<file path="src/hw/rtl/ses_pkg.sv">
package ses_pkg;

  localparam int unsigned IndexBitsDef  = 16;
  localparam int unsigned QueueDepthDef = 4;

  localparam int unsigned ClassW   = 2;
  localparam int unsigned ThrW     = 8;
  localparam int unsigned HopW     = 16;
  localparam int unsigned CountW   = 16;
  localparam int unsigned TimeW    = 32;
  localparam int unsigned CfgIdxW  = 2;
  localparam int unsigned CfgDataW = 16;

  localparam logic [ClassW-1:0] ClsCry   = 2'd0;
  localparam logic [ClassW-1:0] ClsShout = 2'd1;

  localparam logic KindCry   = 1'b0;
  localparam logic KindShout = 1'b1;

  localparam logic [ThrW-1:0] StartFramesRst = 8'd3;
  localparam logic [ThrW-1:0] EndFramesRst   = 8'd3;
  localparam logic [HopW-1:0] HopLengthRst   = 16'd1;

  typedef enum logic [CfgIdxW-1:0] {
    RegStartFrames = 2'd0,
    RegEndFrames   = 2'd1,
    RegHopLength   = 2'd2
  } cfg_reg_e;

  typedef struct packed {
    logic full;
    logic empty;
  } ses_q_stat_t;

endpackage

</file>
<file path="src/hw/rtl/ses_if.sv">
interface ses_in_if import ses_pkg::*; ();
  logic              valid;
  logic              ready;
  logic [ClassW-1:0] frame_class;
  logic              stream_end;

  modport source (output valid, frame_class, stream_end, input ready);
  modport sink   (input valid, frame_class, stream_end, output ready);
endinterface

interface ses_out_if import ses_pkg::*; ();
  logic             valid;
  logic             ready;
  logic             event_kind;
  logic [TimeW-1:0] start_time;
  logic [TimeW-1:0] end_time;
  logic             end_known;
  logic             last_result;

  modport source (output valid, event_kind, start_time, end_time, end_known, last_result,
                  input ready);
  modport sink   (input valid, event_kind, start_time, end_time, end_known, last_result,
                  output ready);
endinterface

</file>
<file path="src/hw/rtl/ses_queue.sv">
module ses_queue import ses_pkg::*; #(
  parameter int unsigned Width = 8,
  parameter int unsigned Depth = QueueDepthDef
) (
  input  logic              clk_i,
  input  logic              rst_ni,
  input  logic              push_i,
  input  logic [Width-1:0]  wdata_i,
  input  logic              pop_i,
  output logic [Width-1:0]  rdata_o,
  output ses_q_stat_t       stat_o
);

  localparam int unsigned PtrW = (Depth > 1) ? $clog2(Depth) : 1;
  localparam int unsigned CntW = $clog2(Depth + 1);

  logic [Width-1:0] mem_q [Depth];
  logic [PtrW-1:0]  wr_ptr_q, wr_ptr_d, rd_ptr_q, rd_ptr_d;
  logic [CntW-1:0]  cnt_q, cnt_d;
  logic             do_push, do_pop;

  assign stat_o.full  = (cnt_q == CntW'(Depth));
  assign stat_o.empty = (cnt_q == '0);
  assign do_push = push_i && !stat_o.full;
  assign do_pop  = pop_i && !stat_o.empty;
  assign rdata_o = mem_q[rd_ptr_q];

  always_comb begin
    wr_ptr_d = wr_ptr_q;
    rd_ptr_d = rd_ptr_q;
    cnt_d    = cnt_q;
    if (do_push) begin
      wr_ptr_d = (wr_ptr_q == PtrW'(Depth - 1)) ? '0 : wr_ptr_q + 1'b1;
    end
    if (do_pop) begin
      rd_ptr_d = (rd_ptr_q == PtrW'(Depth - 1)) ? '0 : rd_ptr_q + 1'b1;
    end
    if (do_push && !do_pop) begin
      cnt_d = cnt_q + 1'b1;
    end else if (do_pop && !do_push) begin
      cnt_d = cnt_q - 1'b1;
    end
  end

  always_ff @(posedge clk_i or negedge rst_ni) begin
    if (!rst_ni) begin
      wr_ptr_q <= '0;
      rd_ptr_q <= '0;
      cnt_q    <= '0;
    end else begin
      wr_ptr_q <= wr_ptr_d;
      rd_ptr_q <= rd_ptr_d;
      cnt_q    <= cnt_d;
    end
  end

  always_ff @(posedge clk_i) begin
    if (do_push) begin
      mem_q[wr_ptr_q] <= wdata_i;
    end
  end

endmodule

</file>
<file path="src/hw/rtl/ses_front.sv">
module ses_front import ses_pkg::*; #(
  parameter int unsigned IndexBits = IndexBitsDef,
  parameter int unsigned RecW      = 2 * (2 * IndexBits + 2) + 1
) (
  input  logic            clk_i,
  input  logic            rst_ni,
  ses_in_if.sink          frame_i,
  input  logic [ThrW-1:0] start_frames_i,
  input  logic [ThrW-1:0] end_frames_i,
  input  ses_q_stat_t     q_stat_i,
  output logic            push_o,
  output logic [RecW-1:0] rec_o
);

  localparam int unsigned SumW = (IndexBits > CountW) ? IndexBits : CountW;

  typedef struct packed {
    logic                 kind;
    logic [IndexBits-1:0] first_idx;
    logic [IndexBits-1:0] end_idx;
    logic                 known;
  } res_t;

  typedef struct packed {
    logic two;
    res_t r0;
    res_t r1;
  } rec_t;

  logic [IndexBits-1:0] index_q;
  logic [1:0]           seen_q, active_q;
  logic [IndexBits-1:0] first_q [2];
  logic [IndexBits-1:0] last_q  [2];
  logic [CountW-1:0]    count_q [2];

  logic [1:0]           match, seen1, start, active2, active3, close_hit, fin_act;
  logic [IndexBits-1:0] first1 [2];
  logic [IndexBits-1:0] last1  [2];
  logic [CountW-1:0]    count1 [2];
  logic [IndexBits-1:0] run_end [2];
  logic [IndexBits-1:0] gap [2];
  logic [SumW-1:0]      run_sum [2];
  logic [IndexBits-1:0] next_idx;
  logic                 accept, start_any, any_close, fin_any, close_kind, fin_kind;
  res_t                 res_a, res_b, res_c, res_second;
  rec_t                 rec;

  assign frame_i.ready = !q_stat_i.full;
  assign accept        = frame_i.valid && frame_i.ready;
  assign next_idx      = index_q + 1'b1;

  always_comb begin
    for (int k = 0; k < 2; k++) begin
      match[k]   = (frame_i.frame_class == ClassW'(k));
      seen1[k]   = seen_q[k] || match[k];
      first1[k]  = (match[k] && !seen_q[k]) ? index_q : first_q[k];
      last1[k]   = match[k] ? index_q : last_q[k];
      count1[k]  = (match[k] && (count_q[k] != '1)) ? count_q[k] + 1'b1 : count_q[k];
      run_sum[k] = SumW'(first1[k]) + SumW'(count1[k]) - 1'b1;
      run_end[k] = run_sum[k][IndexBits-1:0];
      gap[k]     = index_q - last1[k];
    end
    for (int k = 0; k < 2; k++) begin
      start[k] = seen1[k] && !seen1[1-k] && (index_q == run_end[k]) &&
                 (count1[k] == CountW'(start_frames_i));
    end
    active2 = active_q | start;
    active3 = active2;
    if (active2[0] && active2[1]) begin
      if (first1[0] < first1[1]) begin
        active3[1] = 1'b0;
      end else begin
        active3[0] = 1'b0;
      end
    end
    for (int k = 0; k < 2; k++) begin
      close_hit[k] = active3[k] && seen1[k] && (frame_i.frame_class != ClassW'(k)) &&
                     (gap[k] >= IndexBits'(end_frames_i));
    end
    any_close  = |close_hit;
    close_kind = close_hit[0] ? KindCry : KindShout;
    start_any  = |start;
    for (int k = 0; k < 2; k++) begin
      fin_act[k] = active3[k] && seen1[k] && !any_close && frame_i.stream_end;
    end
    fin_any  = |fin_act;
    fin_kind = fin_act[0] ? KindCry : KindShout;

    res_a.kind      = start[1];
    res_a.first_idx = first1[start[1]];
    res_a.end_idx   = '0;
    res_a.known     = 1'b0;

    res_b.kind      = close_kind;
    res_b.first_idx = first1[close_kind];
    res_b.end_idx   = last1[close_kind] + 1'b1;
    res_b.known     = 1'b1;

    res_c.kind      = fin_kind;
    res_c.first_idx = first1[fin_kind];
    res_c.end_idx   = next_idx;
    res_c.known     = 1'b1;

    res_second = any_close ? res_b : res_c;
    rec.two    = start_any && (any_close || fin_any);
    rec.r0     = start_any ? res_a : res_second;
    rec.r1     = res_second;
  end

  assign push_o = accept && (start_any || any_close || fin_any);
  assign rec_o  = RecW'(rec);

  always_ff @(posedge clk_i or negedge rst_ni) begin
    if (!rst_ni) begin
      index_q  <= '0;
      seen_q   <= '0;
      active_q <= '0;
      first_q  <= '{default: '0};
      last_q   <= '{default: '0};
      count_q  <= '{default: '0};
    end else if (accept) begin
      index_q <= frame_i.stream_end ? '0 : next_idx;
      if (any_close || frame_i.stream_end) begin
        seen_q   <= '0;
        active_q <= '0;
        first_q  <= '{default: '0};
        last_q   <= '{default: '0};
        count_q  <= '{default: '0};
      end else begin
        seen_q   <= seen1;
        active_q <= active3;
        first_q  <= first1;
        last_q   <= last1;
        count_q  <= count1;
      end
    end
  end

endmodule

</file>
<file path="src/hw/rtl/ses_back.sv">
module ses_back import ses_pkg::*; #(
  parameter int unsigned IndexBits = IndexBitsDef,
  parameter int unsigned RecW      = 2 * (2 * IndexBits + 2) + 1
) (
  input  logic            clk_i,
  input  logic            rst_ni,
  input  logic [RecW-1:0] rec_i,
  input  ses_q_stat_t     q_stat_i,
  input  logic [HopW-1:0] hop_length_i,
  output logic            pop_o,
  ses_out_if.source       result_o
);

  localparam int unsigned PW = IndexBits + HopW;

  typedef struct packed {
    logic                 kind;
    logic [IndexBits-1:0] first_idx;
    logic [IndexBits-1:0] end_idx;
    logic                 known;
  } res_t;

  typedef struct packed {
    logic two;
    res_t r0;
    res_t r1;
  } rec_t;

  rec_t                rec;
  res_t                cur;
  logic                sel_q, sel_d, valid_q, valid_d, load, last;
  logic [PW-1:0]       prod_start, prod_end;
  logic [PW+TimeW-1:0] ext_start, ext_end;
  logic                kind_q, known_q, last_q;
  logic [TimeW-1:0]    start_q, end_q;

  assign rec  = rec_t'(rec_i);
  assign cur  = sel_q ? rec.r1 : rec.r0;
  assign last = sel_q || !rec.two;
  assign load = !q_stat_i.empty && (!valid_q || result_o.ready);
  assign pop_o = load && last;

  assign prod_start = PW'(cur.first_idx) * PW'(hop_length_i);
  assign prod_end   = PW'(cur.end_idx) * PW'(hop_length_i);
  assign ext_start  = (PW + TimeW)'(prod_start);
  assign ext_end    = (PW + TimeW)'(prod_end);

  always_comb begin
    sel_d   = sel_q;
    valid_d = valid_q;
    if (load) begin
      sel_d   = !last;
      valid_d = 1'b1;
    end else if (result_o.ready) begin
      valid_d = 1'b0;
    end
  end

  always_ff @(posedge clk_i or negedge rst_ni) begin
    if (!rst_ni) begin
      sel_q   <= 1'b0;
      valid_q <= 1'b0;
    end else begin
      sel_q   <= sel_d;
      valid_q <= valid_d;
    end
  end

  always_ff @(posedge clk_i) begin
    if (load) begin
      kind_q  <= cur.kind;
      start_q <= ext_start[TimeW-1:0];
      end_q   <= ext_end[TimeW-1:0];
      known_q <= cur.known;
      last_q  <= last;
    end
  end

  assign result_o.valid       = valid_q;
  assign result_o.event_kind  = kind_q;
  assign result_o.start_time  = start_q;
  assign result_o.end_time    = end_q;
  assign result_o.end_known   = known_q;
  assign result_o.last_result = last_q;

endmodule

</file>
<file path="src/hw/rtl/sound_event_segmenter.sv">
// Sound event segmenter.
// frame_i: one beat per classified frame (frame_class 0 cry, 1 shout, 2/3 other;
//   stream_end closes any open event after this frame and zeroes the frame index).
// result_o: zero, one or two beats per frame; last_result marks the final beat
//   caused by a frame. end_known 0 is a start notice (end_time 0), 1 a closed event.
// Times are frame index times hop_length, modulo 2^32.
// Config: cfg_we_i with cfg_idx_i 0 start_frames, 1 end_frames, 2 hop_length;
//   write only while no frame is in flight.
// Throughput: one frame per cycle while the queue is not full; a frame with two
//   results gives two output beats. The front tracks event state for each accepted frame; the back
//   scales times with two IndexBits x 16 multiplies per result.
// A result beat passes through a queue entry, then the output register, before
//   the receiver can take it.
// A stalled receiver holds the output beat; the queue fills, then frame_i.ready
//   drops. Reset clears all event state, the index, the queue and the config
//   registers to start_frames 3, end_frames 3, hop_length 1.
module sound_event_segmenter import ses_pkg::*; #(
  parameter int unsigned IndexBits  = IndexBitsDef,
  parameter int unsigned QueueDepth = QueueDepthDef
) (
  input  logic                clk_i,
  input  logic                rst_ni,
  input  logic                cfg_we_i,
  input  logic [CfgIdxW-1:0]  cfg_idx_i,
  input  logic [CfgDataW-1:0] cfg_wdata_i,
  ses_in_if.sink              frame_i,
  ses_out_if.source           result_o
);

  localparam int unsigned RecW = 2 * (2 * IndexBits + 2) + 1;

  logic [ThrW-1:0] start_frames_q, end_frames_q;
  logic [HopW-1:0] hop_length_q;
  logic            push, pop;
  logic [RecW-1:0] rec_wr, rec_rd;
  ses_q_stat_t     q_stat;

  always_ff @(posedge clk_i or negedge rst_ni) begin
    if (!rst_ni) begin
      start_frames_q <= StartFramesRst;
      end_frames_q   <= EndFramesRst;
      hop_length_q   <= HopLengthRst;
    end else if (cfg_we_i) begin
      case (cfg_idx_i)
        RegStartFrames: start_frames_q <= cfg_wdata_i[ThrW-1:0];
        RegEndFrames:   end_frames_q   <= cfg_wdata_i[ThrW-1:0];
        RegHopLength:   hop_length_q   <= cfg_wdata_i[HopW-1:0];
        default: ;
      endcase
    end
  end

  ses_front #(
    .IndexBits (IndexBits),
    .RecW      (RecW)
  ) u_front (
    .clk_i          (clk_i),
    .rst_ni         (rst_ni),
    .frame_i        (frame_i),
    .start_frames_i (start_frames_q),
    .end_frames_i   (end_frames_q),
    .q_stat_i       (q_stat),
    .push_o         (push),
    .rec_o          (rec_wr)
  );

  ses_queue #(
    .Width (RecW),
    .Depth (QueueDepth)
  ) u_queue (
    .clk_i   (clk_i),
    .rst_ni  (rst_ni),
    .push_i  (push),
    .wdata_i (rec_wr),
    .pop_i   (pop),
    .rdata_o (rec_rd),
    .stat_o  (q_stat)
  );

  ses_back #(
    .IndexBits (IndexBits),
    .RecW      (RecW)
  ) u_back (
    .clk_i        (clk_i),
    .rst_ni       (rst_ni),
    .rec_i        (rec_rd),
    .q_stat_i     (q_stat),
    .hop_length_i (hop_length_q),
    .pop_o        (pop),
    .result_o     (result_o)
  );

endmodule

</file>
<file path="src/flat_wrapper.sv">
// flat-port wrapper written by rule: the top's interface ports become plain ports
module sound_event_segmenter_flat import ses_pkg::*;
#(
  parameter int unsigned IndexBits  = IndexBitsDef,
  parameter int unsigned QueueDepth = QueueDepthDef
)
  (clk_i, rst_ni, cfg_we_i, cfg_idx_i, cfg_wdata_i, frame_i_valid, frame_i_frame_class, frame_i_stream_end, frame_i_ready, result_o_valid, result_o_event_kind, result_o_start_time, result_o_end_time, result_o_end_known, result_o_last_result, result_o_ready);
  ses_in_if frame_i_i ();
  ses_out_if result_o_i ();
  input  logic clk_i;
  input  logic rst_ni;
  input  logic cfg_we_i;
  input  logic [CfgIdxW-1:0] cfg_idx_i;
  input  logic [CfgDataW-1:0] cfg_wdata_i;
  input wire logic [$bits(frame_i_i.valid)-1:0] frame_i_valid;
  input wire logic [$bits(frame_i_i.frame_class)-1:0] frame_i_frame_class;
  input wire logic [$bits(frame_i_i.stream_end)-1:0] frame_i_stream_end;
  output wire logic [$bits(frame_i_i.ready)-1:0] frame_i_ready;
  output wire logic [$bits(result_o_i.valid)-1:0] result_o_valid;
  output wire logic [$bits(result_o_i.event_kind)-1:0] result_o_event_kind;
  output wire logic [$bits(result_o_i.start_time)-1:0] result_o_start_time;
  output wire logic [$bits(result_o_i.end_time)-1:0] result_o_end_time;
  output wire logic [$bits(result_o_i.end_known)-1:0] result_o_end_known;
  output wire logic [$bits(result_o_i.last_result)-1:0] result_o_last_result;
  input wire logic [$bits(result_o_i.ready)-1:0] result_o_ready;
  assign frame_i_i.valid = frame_i_valid;
  assign frame_i_i.frame_class = frame_i_frame_class;
  assign frame_i_i.stream_end = frame_i_stream_end;
  assign frame_i_ready = frame_i_i.ready;
  assign result_o_valid = result_o_i.valid;
  assign result_o_event_kind = result_o_i.event_kind;
  assign result_o_start_time = result_o_i.start_time;
  assign result_o_end_time = result_o_i.end_time;
  assign result_o_end_known = result_o_i.end_known;
  assign result_o_last_result = result_o_i.last_result;
  assign result_o_i.ready = result_o_ready;
  sound_event_segmenter #(.IndexBits(IndexBits), .QueueDepth(QueueDepth)) u_core (.clk_i(clk_i), .rst_ni(rst_ni), .cfg_we_i(cfg_we_i), .cfg_idx_i(cfg_idx_i), .cfg_wdata_i(cfg_wdata_i), .frame_i(frame_i_i), .result_o(result_o_i));
endmodule
</file>
<file path="config.mk">
export PLATFORM = sky130hd
export DESIGN_NAME = sound_event_segmenter_flat
export DESIGN_NICKNAME = d
export VERILOG_FILES = /design/src/hw/rtl/ses_pkg.sv /design/src/hw/rtl/ses_if.sv /design/src/hw/rtl/ses_queue.sv /design/src/hw/rtl/ses_front.sv /design/src/hw/rtl/ses_back.sv /design/src/hw/rtl/sound_event_segmenter.sv /design/src/flat_wrapper.sv
export SDC_FILE = /design/constraint.sdc
export NUM_CORES = 2
export LEC_CHECK = 0
export BUFFER_PORTS_ARGS = -buffer_cell sky130_fd_sc_hd__buf_2
export CORE_ASPECT_RATIO = 1.5
export CORE_MARGIN = 2
export CORE_UTILIZATION = 38
export CTS_BUF_LIST = sky130_fd_sc_hd__clkbuf_4
export DETAILED_ROUTE_END_ITERATION = 10
export GPL_ROUTABILITY_DRIVEN = 0
export PLACE_DENSITY_LB_ADDON = 0.2
export SLEW_MARGIN = 20
export SYNTH_ARGS = -nofsm -noshare
export SYNTH_HDL_FRONTEND = slang
export SYNTH_HIERARCHICAL = 1
export SYNTH_SLANG_ARGS = --single-unit
</file>
<file path="constraint.sdc">
create_clock -name clk_i -period 10.2 [get_ports clk_i]
set_input_delay 0.51 -clock clk_i [delete_from_list [all_inputs] [get_ports clk_i]]
set_output_delay 0.51 -clock clk_i [all_outputs]
set_load 0.1 [all_outputs]
</file>
==> metrics.yaml <==
root_buffer: "clkbuf_4"
yosysWarnings: 6
path_buf_inv: 2
cp.arrival_ns: 9.18
die_area_sq_um: 122000
crit_top_cell: "xnor2_1"
crit_type: "register to register"
cts_setup_buffers: 0
grt_first_pass_wirelength_microns: 200000
grt_start_max_net_pins: 80
max_freq_ghz: 0.119
worst_slack_ns: 1.77
multi_input_area_sq_um: 27800
critPathLaunch: "u_core/u_front/count_q[22]$_DFFE_PN0P_"
tns_ns: 0
dp_slack_ns: 1.70
first_global_vias: 34800
clk_pin_slew_worst_paths_ns: 0.07
period_needed_ns: 8.43
finalSetupViolCount: 0
portBuffers: 94
hold_ws_ns: 0.168
max_stage_delay_ns: 0.63
cts-buffers-inserted: 119
drv_slew: 0
slowest_stage: "dfrtp_1"
start_kind: "register"
syn_area_sq_um: 45100
fillCellCount: 11500
finalCritPeriodShare: 0.826
cts_max_level: 3
clock_latency_ns: 1.05
synthTopCellsByCount: "551 x inv_1, 480 x nand2_1, 393 x fa_1, 343 x edfxtp_1, 323 x ha_1"
yosys_register_bits: 500
synth_seq_area_share: 0.316
end_kind: "register"
cts_resized: 0
fp-row-count: 154
yosysTopAreaCell: "edfxtp_1"
post_drt_wl_per_cell_microns: 21.1
ant_nets: 0
max_slew_margin: 0.258
dr.pass1.iters: 5
fin_util: 0.416
top_level_ports: 95
drt_iter0_drc: 1866
numClockSinks: 500
hpwl_microns: 96200
vias: 32800
die_h_microns: 426
crit_required_ns: 10.95
via_per_inst: 5.41
hp-class: "input port to register"
critPathMaxFanout: 15
grt.total_usage: 0.214
avgSynthCellArea_sq_um: 10.5
clock_skew_ns: 0.0908
synth.most_common_cell: "inv_1"
tightest_slew_ns: 1.10
seqCellArea_sq_um: 14200
async_flop_share: 0.314
synth_nets: 5057
netlist_instances: 4315
gr-total-overflow: 0
hold_path.startpoint: "cfg_idx_i[1]"
synth_edf_count: 343
drive_above_1_share: 0.124
cts_tree: "built"
areaGrowthSynthToFinish_pct: 8.44
drc: 0
ys.flop_type: "edfxtp_1"
ys_types: 105
path_delay_family: "simple AND/OR/NAND/NOR gates"
chipWidth_microns: 285
synth_top_area_share: 0.228
fp.coreArea_sq_um: 118000
antenna_found_initial: 8
cts-hold-fix-buffers: 25
status: "finished, final reports clean"
r2r-start: "u_core/u_front/count_q[22]$_DFFE_PN0P_"
clk_path_buf_depth: 3
finalWirelength_microns: 128000
start_util: 0.384
synth_area_leaders: "edfxtp_1 23%, fa_1 17%, ha_1 9.0%"
final_nets: 5144
rsz0062_at_grt: "false"
final_hold_viol_count: 0
max_cap_viol_count: 0
sequential cells by signal, indices dropped and copies added, names as in the netlist, 3 cells and up:
register	cells
u_core/u_queue/mem_q	276
u_core/u_back/result_o.end_time	32
u_core/u_front/index_q	16
u_core/hop_length_q	16
u_core/u_front/count_q	32
u_core/u_back/result_o.start_time	32
u_core/start_frames_q	8
u_core/u_front/last_q	32
u_core/end_frames_q	8
u_core/u_queue/cnt_q	3
u_core/u_front/first_q	32
metal layers:
layer  global-route usage  part of all wire  up-vias
met3               0.0268             0.037      331
met5                    0           0.00027        -
met2                0.405              0.54      826
li1                     -                 -    15000
met1                0.227              0.36    16600
met4                0.123             0.062        4
kinds of logic (layout without fill, tap and decap cells):
logic type / after synthesis / after routing / share of synthesized area
xor gates and xnor gates: 212 / 212 / 0.0412
AOI/OAI and AO/OA: 629 / 629 / 0.0926
muxes: 252 / 252 / 0.0773
buffers and inverters: 773 / 955 / 0.0697
adders and majority gates: 716 / 716 / 0.264
other: 1 / 8 / 0.0000831
and+or+nand+nor: 1232 / 1232 / 0.140
DFF: 500 / 500 / 0.316
placed cells by master (no fill, tap or decap), types with 11 or more instances in the layout:
cell type / count
a21oi_1: 135
nor4_1: 20
o22ai_1: 12
o21ai_0: 166
and2_1: 259
buf_2: 93
and3_1: 32
o21a_1: 20
clkbuf_4: 163
mux4_2: 69
or3_1: 18
nand2_1: 479
edfxtp_1: 343
mux2_2: 72
or4_1: 12
xor2_1: 72
nor2_1: 104
nand3b_1: 14
o211ai_1: 15
nand4_1: 40
inv_1: 551
nand3_1: 61
nor3_1: 76
nor2b_1: 32
a211oi_1: 41
xnor2_1: 140
ha_1: 323
mux2i_1: 108
o31ai_1: 16
nand2b_1: 20
a21o_1: 45
buf_4: 68
o21bai_1: 12
fa_1: 393
o2111ai_1: 11
dfrtp_1: 146
a31oi_1: 28
clkinv_1: 36
dlygate4sd3_1: 24
metrics by stage:
step | instances | area (sq um)
final | 6064 | 48900
after global routing | 6062 | 48900
after CTS | 6057 | 48900
after detailed placement | 5816 | 47100
after global placement | 5816 | 47100
after floorplan | 4315 | 45100
cell type report:
class	count	share of cell area
multi-input combinational	3042	0.568
sequential	500	0.291
inverter	551	0.0423
tap	1560	0.0399
timing repair buffer	188	0.0261
clock buffer	163	0.0250
clock inverter	53	0.00683
antenna	7	0.000358
final timing paths:
| path | slack [ns] | cells after the start | to |
|---|---|---|---|
| hold / removal | 0.17 | 3 | u_core/end_frames_q[3]$_DFFE_PN0P_ |
| setup reg to reg | 1.77 | 29 | u_core/u_queue/mem_q[2][49]$_DFFE_PP_ |
| hold reg to reg | 0.48 | 2 | u_core/u_front/last_q[26]$_DFFE_PN0P_ |
| setup / recovery | 1.77 | 29 | u_core/u_queue/mem_q[2][49]$_DFFE_PP_ |
| min in group asynchronous | 0.62 | 3 | u_core/start_frames_q[0]$_DFFE_PN1P_ |
| max in group asynchronous | 8.70 | 4 | u_core/hop_length_q[12]$_DFFE_PN0P_ |
worst min-delay path, delay by kind of cell:
kind / cells / cell delay (ns)
and+or+nand+nor: 1 / 0.28
muxes: 1 / 0.19
buffers and inverters: 1 / 0.14
Power is not shown: default switching activity piles up to over one toggle a cycle in this logic, so the estimate is an artifact.
